$ cat src/hw/rtl/bfe_pkg.sv
`default_nettype none
package bfe_pkg;

    // Mode register codes
    localparam logic [3:0] MODE_ONEMAX     = 4'd0;
    localparam logic [3:0] MODE_TRAP       = 4'd1;
    localparam logic [3:0] MODE_NIAH       = 4'd2;
    localparam logic [3:0] MODE_CTRAP      = 4'd3;
    localparam logic [3:0] MODE_CNIAH      = 4'd4;
    localparam logic [3:0] MODE_CYCTRAP    = 4'd5;
    localparam logic [3:0] MODE_ALTCYC     = 4'd6;
    localparam logic [3:0] MODE_LEADONES   = 4'd7;
    localparam logic [3:0] MODE_LEADTRAPS  = 4'd8;
    localparam logic [3:0] MODE_WEAKONEMAX = 4'd9;
    localparam logic [3:0] MODE_PATTERN    = 4'd10;

    // Result status codes
    localparam logic [1:0] STATUS_OK        = 2'd0;
    localparam logic [1:0] STATUS_MULTIPLE  = 2'd1;
    localparam logic [1:0] STATUS_TOO_SHORT = 2'd2;
    localparam logic [1:0] STATUS_TOO_LONG  = 2'd3;

    // Score accumulator: whole units, saturating
    localparam int FS_W = 14;
    localparam logic [FS_W-1:0] FS_MAX = '1;

    // Fitness in half units before and after clamping
    localparam int HW = 17;
    localparam int FIT_W = 11;
    localparam logic signed [HW-1:0] FIT_HI = 17'sd1023;
    localparam logic signed [HW-1:0] FIT_LO = -17'sd1024;

    // Per-string flags handed from the accumulator to the result stage
    typedef struct packed {
        logic       ovf;
        logic       mod3_zero;
        logic [2:0] recent;
    } end_flags_t;

endpackage
`default_nettype wire

$ cat src/hw/rtl/bfe_accum.sv
`default_nettype none
module bfe_accum
    import bfe_pkg::*;
#(
    parameter int MAX_LENGTH = 256
) (
    input  wire logic                 aclk,
    input  wire logic                 aresetn,
    input  wire logic [3:0]           mode,
    input  wire logic                 beat,
    input  wire logic                 gene,
    input  wire logic                 last_gene,
    input  wire logic                 snap_take,
    output logic                      snap_valid,
    output logic [$clog2(MAX_LENGTH+1)-1:0] snap_n,
    output logic [$clog2(MAX_LENGTH+1)-1:0] snap_ones,
    output logic [FS_W-1:0]           snap_fsum,
    output end_flags_t                snap_flags
);

    localparam int CW = $clog2(MAX_LENGTH + 1);

    // Gain of a 4-bit trap window, negative scores dropped
    function automatic logic [2:0] trap4_gain(input logic [2:0] c);
        logic [2:0] g;
        case (c)
            3'd4:    g = 3'd4;
            3'd0:    g = 3'd3;
            3'd1:    g = 3'd2;
            3'd2:    g = 3'd1;
            default: g = 3'd0;
        endcase
        return g;
    endfunction

    // Gain of a cyclic window, trap or zero-trap
    function automatic logic [2:0] cyc_gain(input logic [2:0] c, input logic alt);
        logic [2:0] g;
        if (alt) begin
            if (c == 3'd0)      g = 3'd4;
            else if (c == 3'd4) g = 3'd3;
            else                g = c - 3'd1;
        end else begin
            g = trap4_gain(c);
        end
        return g;
    endfunction

    // Gain of a leading-trap block of length len
    function automatic logic [2:0] lead_gain(input logic [2:0] c, input logic [2:0] len);
        logic [2:0] g;
        if (c == len)       g = 3'd4;
        else if (c == 3'd0) g = 3'd3;
        else if (c == 3'd1) g = 3'd2;
        else if (c == 3'd2) g = 3'd1;
        else                g = 3'd0;
        return g;
    endfunction

    logic [CW-1:0]   bc_reg, bc_next;
    logic [CW-1:0]   ones_reg, ones_next;
    logic [FS_W-1:0] fsum_reg, fsum_next;
    logic [2:0]      wones_reg, wones_next;
    logic [1:0]      wpos_reg, wpos_next;
    logic [1:0]      mod3_reg, mod3_next;
    logic            first_reg, first_next;
    logic            lead_reg, lead_next;
    logic            chain_reg, chain_next;
    logic            parity_reg, parity_next;
    logic            ovf_reg, ovf_next;
    logic [2:0]      recent_reg, recent_next;

    logic            snap_valid_reg;
    logic [CW-1:0]   snap_n_reg;
    logic [CW-1:0]   snap_ones_reg;
    logic [FS_W-1:0] snap_fsum_reg;
    end_flags_t      snap_flags_reg;

    logic            take;
    logic [2:0]      add_a, add_b;
    logic [2:0]      wo, wv, len;
    logic            par, first_eff;
    logic [FS_W:0]   fsum_wide;

    // Fold one gene into the running string state
    always_comb begin
        bc_next     = bc_reg;
        ones_next   = ones_reg;
        wones_next  = wones_reg;
        wpos_next   = wpos_reg;
        mod3_next   = mod3_reg;
        first_next  = first_reg;
        lead_next   = lead_reg;
        chain_next  = chain_reg;
        parity_next = parity_reg;
        ovf_next    = ovf_reg;
        recent_next = recent_reg;
        add_a       = 3'd0;
        add_b       = 3'd0;
        wo          = wones_reg + {2'b00, gene};
        wv          = wo;
        len         = {1'b0, wpos_reg} + 3'd1;
        par         = parity_reg;
        first_eff   = (bc_reg == '0) ? gene : first_reg;
        take        = !ovf_reg && (bc_reg != CW'(MAX_LENGTH));

        if (!ovf_reg && !take) begin
            ovf_next = 1'b1;
        end

        if (take) begin
            first_next  = first_eff;
            ones_next   = ones_reg + CW'(gene);
            recent_next = {recent_reg[1:0], gene};
            if (mode == MODE_LEADONES && lead_reg && gene) begin
                add_a = 3'd1;
            end
            if (!gene) begin
                lead_next = 1'b0;
            end
            mod3_next = (mod3_reg == 2'd2) ? 2'd0 : mod3_reg + 2'd1;
            bc_next   = bc_reg + CW'(1);

            if (mode == MODE_CTRAP || mode == MODE_CNIAH || mode == MODE_LEADTRAPS) begin
                // block modes: close a block at its fourth bit, or for leading traps at the last gene
                if (wpos_reg == 2'd3 || (mode == MODE_LEADTRAPS && last_gene)) begin
                    if (mode == MODE_CTRAP) begin
                        add_a = trap4_gain(wo);
                    end else if (mode == MODE_CNIAH) begin
                        add_a = (wo == 3'd4) ? 3'd1 : 3'd0;
                    end else begin
                        if (chain_reg) begin
                            add_a = lead_gain(wo, len);
                        end
                        if (wo != len) begin
                            chain_next = 1'b0;
                        end
                    end
                    wones_next = 3'd0;
                end else begin
                    wones_next = wo;
                end
                wpos_next = wpos_reg + 2'd1;
            end else if (mode == MODE_CYCTRAP || mode == MODE_ALTCYC) begin
                // cyclic modes: close the window that ends on this bit
                if (bc_reg != '0 && wpos_reg == 2'd0) begin
                    add_a = cyc_gain(wo, mode == MODE_ALTCYC && par);
                    par   = ~par;
                    wv    = {2'b00, gene};
                end
                wones_next = wv;
                wpos_next  = (wpos_reg >= 2'd2) ? 2'd0 : wpos_reg + 2'd1;
                // wrap the final window back to bit 0
                if (last_gene && mod3_next == 2'd0) begin
                    add_b = cyc_gain(wv + {2'b00, first_eff}, mode == MODE_ALTCYC && par);
                    par   = ~par;
                end
                parity_next = par;
            end else begin
                wpos_next = wpos_reg + 2'd1;
            end
        end

        // saturate the score sum
        fsum_wide = {1'b0, fsum_reg} + {{(FS_W-2){1'b0}}, add_a}
                  + {{(FS_W-2){1'b0}}, add_b};
        if (fsum_wide > {1'b0, FS_MAX}) begin
            fsum_next = FS_MAX;
        end else begin
            fsum_next = fsum_wide[FS_W-1:0];
        end
    end

    // Advance string state; clear it after the last beat
    always_ff @(posedge aclk) begin
        if (!aresetn || (beat && last_gene)) begin
            bc_reg     <= '0;
            ones_reg   <= '0;
            fsum_reg   <= '0;
            wones_reg  <= 3'd0;
            wpos_reg   <= 2'd0;
            mod3_reg   <= 2'd0;
            first_reg  <= 1'b0;
            lead_reg   <= 1'b1;
            chain_reg  <= 1'b1;
            parity_reg <= 1'b0;
            ovf_reg    <= 1'b0;
            recent_reg <= 3'd0;
        end else if (beat) begin
            bc_reg     <= bc_next;
            ones_reg   <= ones_next;
            fsum_reg   <= fsum_next;
            wones_reg  <= wones_next;
            wpos_reg   <= wpos_next;
            mod3_reg   <= mod3_next;
            first_reg  <= first_next;
            lead_reg   <= lead_next;
            chain_reg  <= chain_next;
            parity_reg <= parity_next;
            ovf_reg    <= ovf_next;
            recent_reg <= recent_next;
        end
    end

    // Hold the finished string for the result stage
    always_ff @(posedge aclk) begin
        if (!aresetn) begin
            snap_valid_reg <= 1'b0;
        end else if (beat && last_gene) begin
            snap_valid_reg <= 1'b1;
        end else if (snap_take) begin
            snap_valid_reg <= 1'b0;
        end
    end

    always_ff @(posedge aclk) begin
        if (beat && last_gene) begin
            snap_n_reg               <= bc_next;
            snap_ones_reg            <= ones_next;
            snap_fsum_reg            <= fsum_next;
            snap_flags_reg.ovf       <= ovf_next;
            snap_flags_reg.mod3_zero <= (mod3_next == 2'd0);
            snap_flags_reg.recent    <= recent_next;
        end
    end

    assign snap_valid = snap_valid_reg;
    assign snap_n     = snap_n_reg;
    assign snap_ones  = snap_ones_reg;
    assign snap_fsum  = snap_fsum_reg;
    assign snap_flags = snap_flags_reg;

endmodule
`default_nettype wire

$ cat src/hw/rtl/bfe_result.sv
`default_nettype none
module bfe_result
    import bfe_pkg::*;
#(
    parameter int MAX_LENGTH = 256
) (
    input  wire logic                 aclk,
    input  wire logic                 aresetn,
    input  wire logic [3:0]           mode,
    input  wire logic                 snap_valid,
    input  wire logic [$clog2(MAX_LENGTH+1)-1:0] snap_n,
    input  wire logic [$clog2(MAX_LENGTH+1)-1:0] snap_ones,
    input  wire logic [FS_W-1:0]      snap_fsum,
    input  wire end_flags_t           snap_flags,
    output logic                      snap_take,
    output logic                      m_valid,
    input  wire logic                 m_ready,
    output logic signed [FIT_W-1:0]   m_fitness_halves,
    output logic [1:0]                m_status
);

    localparam int CW = $clog2(MAX_LENGTH + 1);

    logic                    m_valid_reg;
    logic signed [FIT_W-1:0] fit_reg, fit_next;
    logic [1:0]              status_reg, status_next;
    logic signed [HW-1:0]    ones_s, n_s, h;

    assign snap_take = snap_valid && (!m_valid_reg || m_ready);
    assign ones_s    = signed'({{(HW-CW){1'b0}}, snap_ones});
    assign n_s       = signed'({{(HW-CW){1'b0}}, snap_n});

    // Form status and fitness of the finished string
    always_comb begin
        if (snap_flags.ovf) begin
            status_next = STATUS_TOO_LONG;
        end else if ((mode == MODE_CTRAP || mode == MODE_CNIAH) && snap_n[1:0] != 2'd0) begin
            status_next = STATUS_MULTIPLE;
        end else if ((mode == MODE_CYCTRAP || mode == MODE_ALTCYC) && !snap_flags.mod3_zero) begin
            status_next = STATUS_MULTIPLE;
        end else if (mode == MODE_CYCTRAP && snap_n <= CW'(4)) begin
            status_next = STATUS_TOO_SHORT;
        end else begin
            status_next = STATUS_OK;
        end

        h = '0;
        unique case (mode) inside
            MODE_ONEMAX: h = ones_s <<< 1;
            MODE_TRAP: begin
                if (ones_s == n_s)         h = 17'sd8;
                else if (ones_s == '0)     h = 17'sd6;
                else                       h = (17'sd3 - ones_s) <<< 1;
            end
            MODE_NIAH: h = (ones_s == n_s) ? 17'sd2 : 17'sd0;
            MODE_CTRAP, MODE_CNIAH, MODE_CYCTRAP, MODE_ALTCYC,
            MODE_LEADONES, MODE_LEADTRAPS:
                h = signed'({{(HW-FS_W-1){1'b0}}, snap_fsum, 1'b0});
            MODE_WEAKONEMAX: h = (ones_s == '0) ? 17'sd3 : (ones_s <<< 1);
            MODE_PATTERN: begin
                if (snap_n == CW'(3)) begin
                    if (snap_flags.recent == 3'b111)      h = 17'sd6;
                    else if (snap_flags.recent == 3'b100) h = 17'sd4;
                    else if (snap_flags.recent == 3'b001) h = 17'sd2;
                end
            end
            default: h = '0;
        endcase

        // clamp to the output range; errors score zero
        if (status_next != STATUS_OK) begin
            fit_next = '0;
        end else if (h > FIT_HI) begin
            fit_next = FIT_HI[FIT_W-1:0];
        end else if (h < FIT_LO) begin
            fit_next = FIT_LO[FIT_W-1:0];
        end else begin
            fit_next = h[FIT_W-1:0];
        end
    end

    // Output register: hold the beat until taken
    always_ff @(posedge aclk) begin
        if (!aresetn) begin
            m_valid_reg <= 1'b0;
        end else if (snap_take) begin
            m_valid_reg <= 1'b1;
        end else if (m_ready) begin
            m_valid_reg <= 1'b0;
        end
    end

    always_ff @(posedge aclk) begin
        if (snap_take) begin
            fit_reg    <= fit_next;
            status_reg <= status_next;
        end
    end

    assign m_valid          = m_valid_reg;
    assign m_fitness_halves = fit_reg;
    assign m_status         = status_reg;

endmodule
`default_nettype wire

$ cat src/hw/rtl/bitstring_fitness_evaluator_core.sv
`default_nettype none
// Bit-serial fitness evaluator. A chromosome enters one gene per beat on the
// s_ channel, first bit first, with s_last_gene high on its final bit; one
// result beat per chromosome leaves on the m_ channel: fitness in half units
// (signed, saturated to 11 bits) and a status (ok, length not a multiple,
// too short, too long). The scoring function is chosen by the 4-bit mode
// register, written through the cfg_ channel. The user must write it only
// while no string is in flight; the block itself does not enforce this.
// One gene is taken every cycle unless the end-of-string register is stuck
// full, so strings may follow one another without gaps; each beat updates a
// set of small counters. The result of a string passes through the
// end-of-string register and then the output register. Genes beyond
// MAX_LENGTH are dropped and flag the string as too long.
module bitstring_fitness_evaluator_core
    import bfe_pkg::*;
#(
    parameter int MAX_LENGTH = 256
) (
    input  wire logic                  aclk,
    input  wire logic                  aresetn,
    input  wire logic                  cfg_valid,
    output logic                       cfg_ready,
    input  wire logic [3:0]            cfg_mode,
    input  wire logic                  s_valid,
    output logic                       s_ready,
    input  wire logic                  s_gene,
    input  wire logic                  s_last_gene,
    output logic                       m_valid,
    input  wire logic                  m_ready,
    output logic signed [FIT_W-1:0]    m_fitness_halves,
    output logic [1:0]                 m_status
);

    localparam int CW = $clog2(MAX_LENGTH + 1);

    logic [3:0]      mode_reg;
    logic            beat;
    logic            snap_valid;
    logic            snap_take;
    logic [CW-1:0]   snap_n;
    logic [CW-1:0]   snap_ones;
    logic [FS_W-1:0] snap_fsum;
    end_flags_t      snap_flags;

    // Mode register
    assign cfg_ready = 1'b1;

    always_ff @(posedge aclk) begin
        if (!aresetn) begin
            mode_reg <= MODE_ONEMAX;
        end else if (cfg_valid && cfg_ready) begin
            mode_reg <= cfg_mode;
        end
    end

    // Accept a gene unless the end-of-string register is stuck full
    assign s_ready = !snap_valid || snap_take;
    assign beat    = s_valid && s_ready;

    bfe_accum #(
        .MAX_LENGTH (MAX_LENGTH)
    ) u_accum (
        .aclk       (aclk),
        .aresetn    (aresetn),
        .mode       (mode_reg),
        .beat       (beat),
        .gene       (s_gene),
        .last_gene  (s_last_gene),
        .snap_take  (snap_take),
        .snap_valid (snap_valid),
        .snap_n     (snap_n),
        .snap_ones  (snap_ones),
        .snap_fsum  (snap_fsum),
        .snap_flags (snap_flags)
    );

    bfe_result #(
        .MAX_LENGTH (MAX_LENGTH)
    ) u_result (
        .aclk             (aclk),
        .aresetn          (aresetn),
        .mode             (mode_reg),
        .snap_valid       (snap_valid),
        .snap_n           (snap_n),
        .snap_ones        (snap_ones),
        .snap_fsum        (snap_fsum),
        .snap_flags       (snap_flags),
        .snap_take        (snap_take),
        .m_valid          (m_valid),
        .m_ready          (m_ready),
        .m_fitness_halves (m_fitness_halves),
        .m_status         (m_status)
    );

endmodule
`default_nettype wire

$ cat config.mk
export PLATFORM = sky130hd
export DESIGN_NAME = bitstring_fitness_evaluator_core
export DESIGN_NICKNAME = d
export VERILOG_FILES = /design/src/hw/rtl/bfe_pkg.sv /design/src/hw/rtl/bfe_accum.sv /design/src/hw/rtl/bfe_result.sv /design/src/hw/rtl/bitstring_fitness_evaluator_core.sv
export SDC_FILE = /design/constraint.sdc
export NUM_CORES = 1
export LEC_CHECK = 0
export BUFFER_PORTS_ARGS = -buffer_cell sky130_fd_sc_hd__buf_2
export CAP_MARGIN = 30
export CORE_ASPECT_RATIO = 0.6
export CORE_MARGIN = 3
export CORE_UTILIZATION = 61
export CTS_CLUSTER_DIAMETER = 200
export DETAILED_ROUTE_END_ITERATION = 12
export PLACE_DENSITY = 0.83
export SLEW_MARGIN = 20
export SYNTH_ARGS = -nofsm -noshare
export SYNTH_HDL_FRONTEND = slang
export SYNTH_SLANG_ARGS = --single-unit
$ cat constraint.sdc
create_clock -name aclk -period 8.05 [get_ports aclk]
set_clock_uncertainty 0.15 [all_clocks]
set_input_delay 0.4025 -clock aclk [delete_from_list [all_inputs] [get_ports aclk]]
set_output_delay 0.4025 -clock aclk [all_outputs]
set_load 0.01 [all_outputs]
==> results.json <==
{
  "post_synth_num_cell_types": 72,
  "layout.nets": 697,
  "timing_hold_violations_final": 0,
  "ys_seq_elements": 103,
  "place_area_um2": 6140,
  "grt_overflow": 0,
  "cts_max_level": 3,
  "fin_ws_ns": 2.19,
  "finalHoldWorstSlack_ns": 0.140,
  "finalInstanceArea_um2": 6430,
  "gp_routability_congestion": 0.952,
  "crit_share_post_route_pct": 72.7,
  "detail_route.first_pass.iterations": 5,
  "hold_class": "in -> reg",
  "floorplan.die_area_um2": 11000,
  "cts_max_path_buffers": 2,
  "port_buffers": 25,
  "worst_ir_drop_vdd_mv": 0.116,
  "core_region_area_um2": 9360,
  "post_cts_resized": 0,
  "post-route-drc-count": 0,
  "detailedPlace.worstSlack_ns": 2.30,
  "layout.cells.most_common": "sky130_fd_sc_hd__nand2_1",
  "area_delta_synth_final_pct": 7.89,
  "grt_antenna_before_repair": 0,
  "path_clk_slew_ns": 0.06,
  "startpoint_type": "flip-flop",
  "p_sw_mw": 0.284,
  "final_cell_mix": "sky130_fd_sc_hd__nand2_1 (94), sky130_fd_sc_hd__nor2_1 (69), sky130_fd_sc_hd__dfxtp_1 (53), sky130_fd_sc_hd__edfxtp_1 (50), sky130_fd_sc_hd__xnor2_1 (36)",
  "first_global_vias": 4394,
  "grt_max_degree": 47,
  "drt-total-wl_um": 14100,
  "worstMarginPinSlew_ns": 0.822,
  "finalSetupViolCount": 0,
  "hpwlAfterDp_um": 10300,
  "drtIter0Drc": 600,
  "initial_utilization_pct": 63.7,
  "antenna-diode-count": 0,
  "yosys_warnings": 0,
  "cp_data_required_time_ns": 8.15,
  "synth-edff-count": 50,
  "cp_max_fo": 18,
  "totalNegativeSetupSlack_ns": 0,
  "detail_route.vias_per_cell": 6.17,
  "ys_async_sr_fraction_pct": 0,
  "floorplan.io_pins": 27,
  "cts_hold_repair.buffers": 0,
  "outcome": "finished, final reports clean",
  "intPower_mw": 0.848,
  "critPathArrivalTime_ns": 5.96,
  "vias": 4929,
  "synthFlopType": "sky130_fd_sc_hd__dfxtp_1",
  "grt_first_pass_wirelength_um": 22400,
  "syn-num-nets": 691,
  "max_clock_freq_ghz": 0.171,
  "portion_of_total_power_attributed_to_the_clock_network_pct": 37.7,
  "route.detailed.wl_per_inst_um": 17.6,
  "cts-buffers-inserted": 9,
  "rrSetupSlack_ns": 2.19,
  "power.density_nw_per_um2": 176,
  "mappedNetlistArea_um2": 5960,
  "period_minus_slack_ns": 5.86,
  "switching_share_pct": 25.1,
  "grt_setup_unrepaired": "false",
  "power.share.sequential_pct": 51.2,
  "slew_headroom_pct": 44.8,
  "combPwrFrac_pct": 11.1,
  "layout_filler_cell_count": 712,
  "cap_viol_max_count": 0,
  "ant_nets": 0,
  "grt_util_overall_pct": 26.4,
  "die_w_um": 134,
  "power.static_leakage_nw": 2.47,
  "synth_cells": 658,
  "synth_sequential_area_ratio_pct": 43.0,
  "post_route_cells_drive_above_1_share_pct": 9.27,
  "floorplan.rows": 27,
  "tritoncts": "built",
  "total_setup_buffers_inserted_after_cts": 0,
  "critPathKind": "reg -> reg",
  "cts.sink_count": 103,
  "cts.root.buffer_cell": "sky130_fd_sc_hd__clkbuf_16",
  "insertion_delay_ns": 0.35,
  "synthesis.area_per_instance_um2": 9.06,
  "worstSetupEndpointType": "flip-flop",
  "die_h_um": 82.6,
  "slew_violations": 0
}
==> per-stage QoR <==
step           utilization, %  power, mW  cells
6_report                 68.8       1.13    799
5_1_grt                  68.8       1.17    799
3_3_place_gp             65.6      0.707    783
3_5_place_dp             65.6      0.713    783
2_1_floorplan               -      0.679    658
4_1_cts                  68.7       1.14    799
==> power by group through the flow <==
stage | sequential (mW) | clock, mW | combinational (mW)
2_1_floorplan | 0.584 | 0 | 0.0950
5_1_grt | 0.581 | 0.455 | 0.139
6_report | 0.580 | 0.426 | 0.126
3_5_place_dp | 0.591 | 0 | 0.122
4_1_cts | 0.579 | 0.436 | 0.123
3_3_place_gp | 0.590 | 0 | 0.117
==> final cells by class <==
| cell class | instances | area (um2) | area share, % |
|---|---|---|---|
| Timing Repair Buffer | 30 | 163 | 2.53 |
| Clock buffer | 12 | 268 | 4.16 |
| Clock inverter | 4 | 26.3 | 0.408 |
| Tap cell | 130 | 163 | 2.53 |
| Multi-Input combinational cell | 501 | 3180 | 49.4 |
| Sequential cell | 103 | 2560 | 39.8 |
| Inverter | 19 | 71.3 | 1.11 |
==> cells by family after synthesis <==
| family | Yosys count | synth area share [%] |
|---|---|---|
| simple gates | 283 | 23.1 |
| compound gates | 120 | 13.4 |
| flops | 103 | 43.0 |
| xor+xnor | 56 | 8.22 |
| buf+inv | 54 | 3.84 |
| fa+ha+maj | 22 | 5.12 |
| mux | 19 | 3.25 |
| other cells | 1 | 0.0629 |
==> synth_stat cells (all sizes together) (16+ instances only) <==
master   n  area share (%)
xor2    20             2.9
clkbuf  22             1.4
nand2   95             6.0
inv     19             1.2
mux2i   16             2.7
nand3   23             1.9
xnor2   36             5.3
dfxtp   53              18
ha      18             3.8
nor3    20             1.7
a21oi   33             2.8
nor2    69             4.3
o21ai   23             2.0
edfxtp  50              25
==> critical path, cell delays in order (launching register included) <==
cell,delay (ns)
sky130_fd_sc_hd__dfxtp_1,0.35
sky130_fd_sc_hd__inv_1,0.11
sky130_fd_sc_hd__ha_1,0.17
sky130_fd_sc_hd__nor4b_4,0.36
sky130_fd_sc_hd__nand2_2,0.14
sky130_fd_sc_hd__mux2_2,0.32
sky130_fd_sc_hd__ha_1,0.21
sky130_fd_sc_hd__ha_1,0.21
sky130_fd_sc_hd__and2_1,0.19
sky130_fd_sc_hd__a221oi_4,0.43
sky130_fd_sc_hd__mux2_2,0.39
sky130_fd_sc_hd__o32ai_1,0.22
sky130_fd_sc_hd__nand3_1,0.14
sky130_fd_sc_hd__fa_1,0.43
sky130_fd_sc_hd__inv_1,0.07
sky130_fd_sc_hd__ha_1,0.18
sky130_fd_sc_hd__a21o_1,0.13
sky130_fd_sc_hd__a21oi_1,0.15
sky130_fd_sc_hd__or4_1,0.83
sky130_fd_sc_hd__and2_1,0.30
sky130_fd_sc_hd__a311oi_1,0.29
==> path summary, 6_finish.rpt <==
kind	cells after the start	to	from
worst max register to register	20	u_accum.fsum_reg[6]$_SDFFE_PP0P_	u_accum.bc_reg[0]$_SDFFE_PP0P_
worst min register to register	2	u_accum.recent_reg[2]$_SDFFE_PP0P_	u_accum.recent_reg[2]$_SDFFE_PP0P_
worst min-delay path	2	u_accum.lead_reg$_SDFFE_PP1P_	aresetn
worst max-delay path	20	u_accum.fsum_reg[6]$_SDFFE_PP0P_	u_accum.bc_reg[0]$_SDFFE_PP0P_
==> metal layers <==
metal	track usage [%]	up-vias	part of all wire, %
li1	-	2352	-
met5	0	-	0
met3	6.54	17	11
met2	39.2	263	42
met4	9.03	0	1.5
met1	37.9	2297	46
Note: power is estimated with default switching activity, not from simulation.
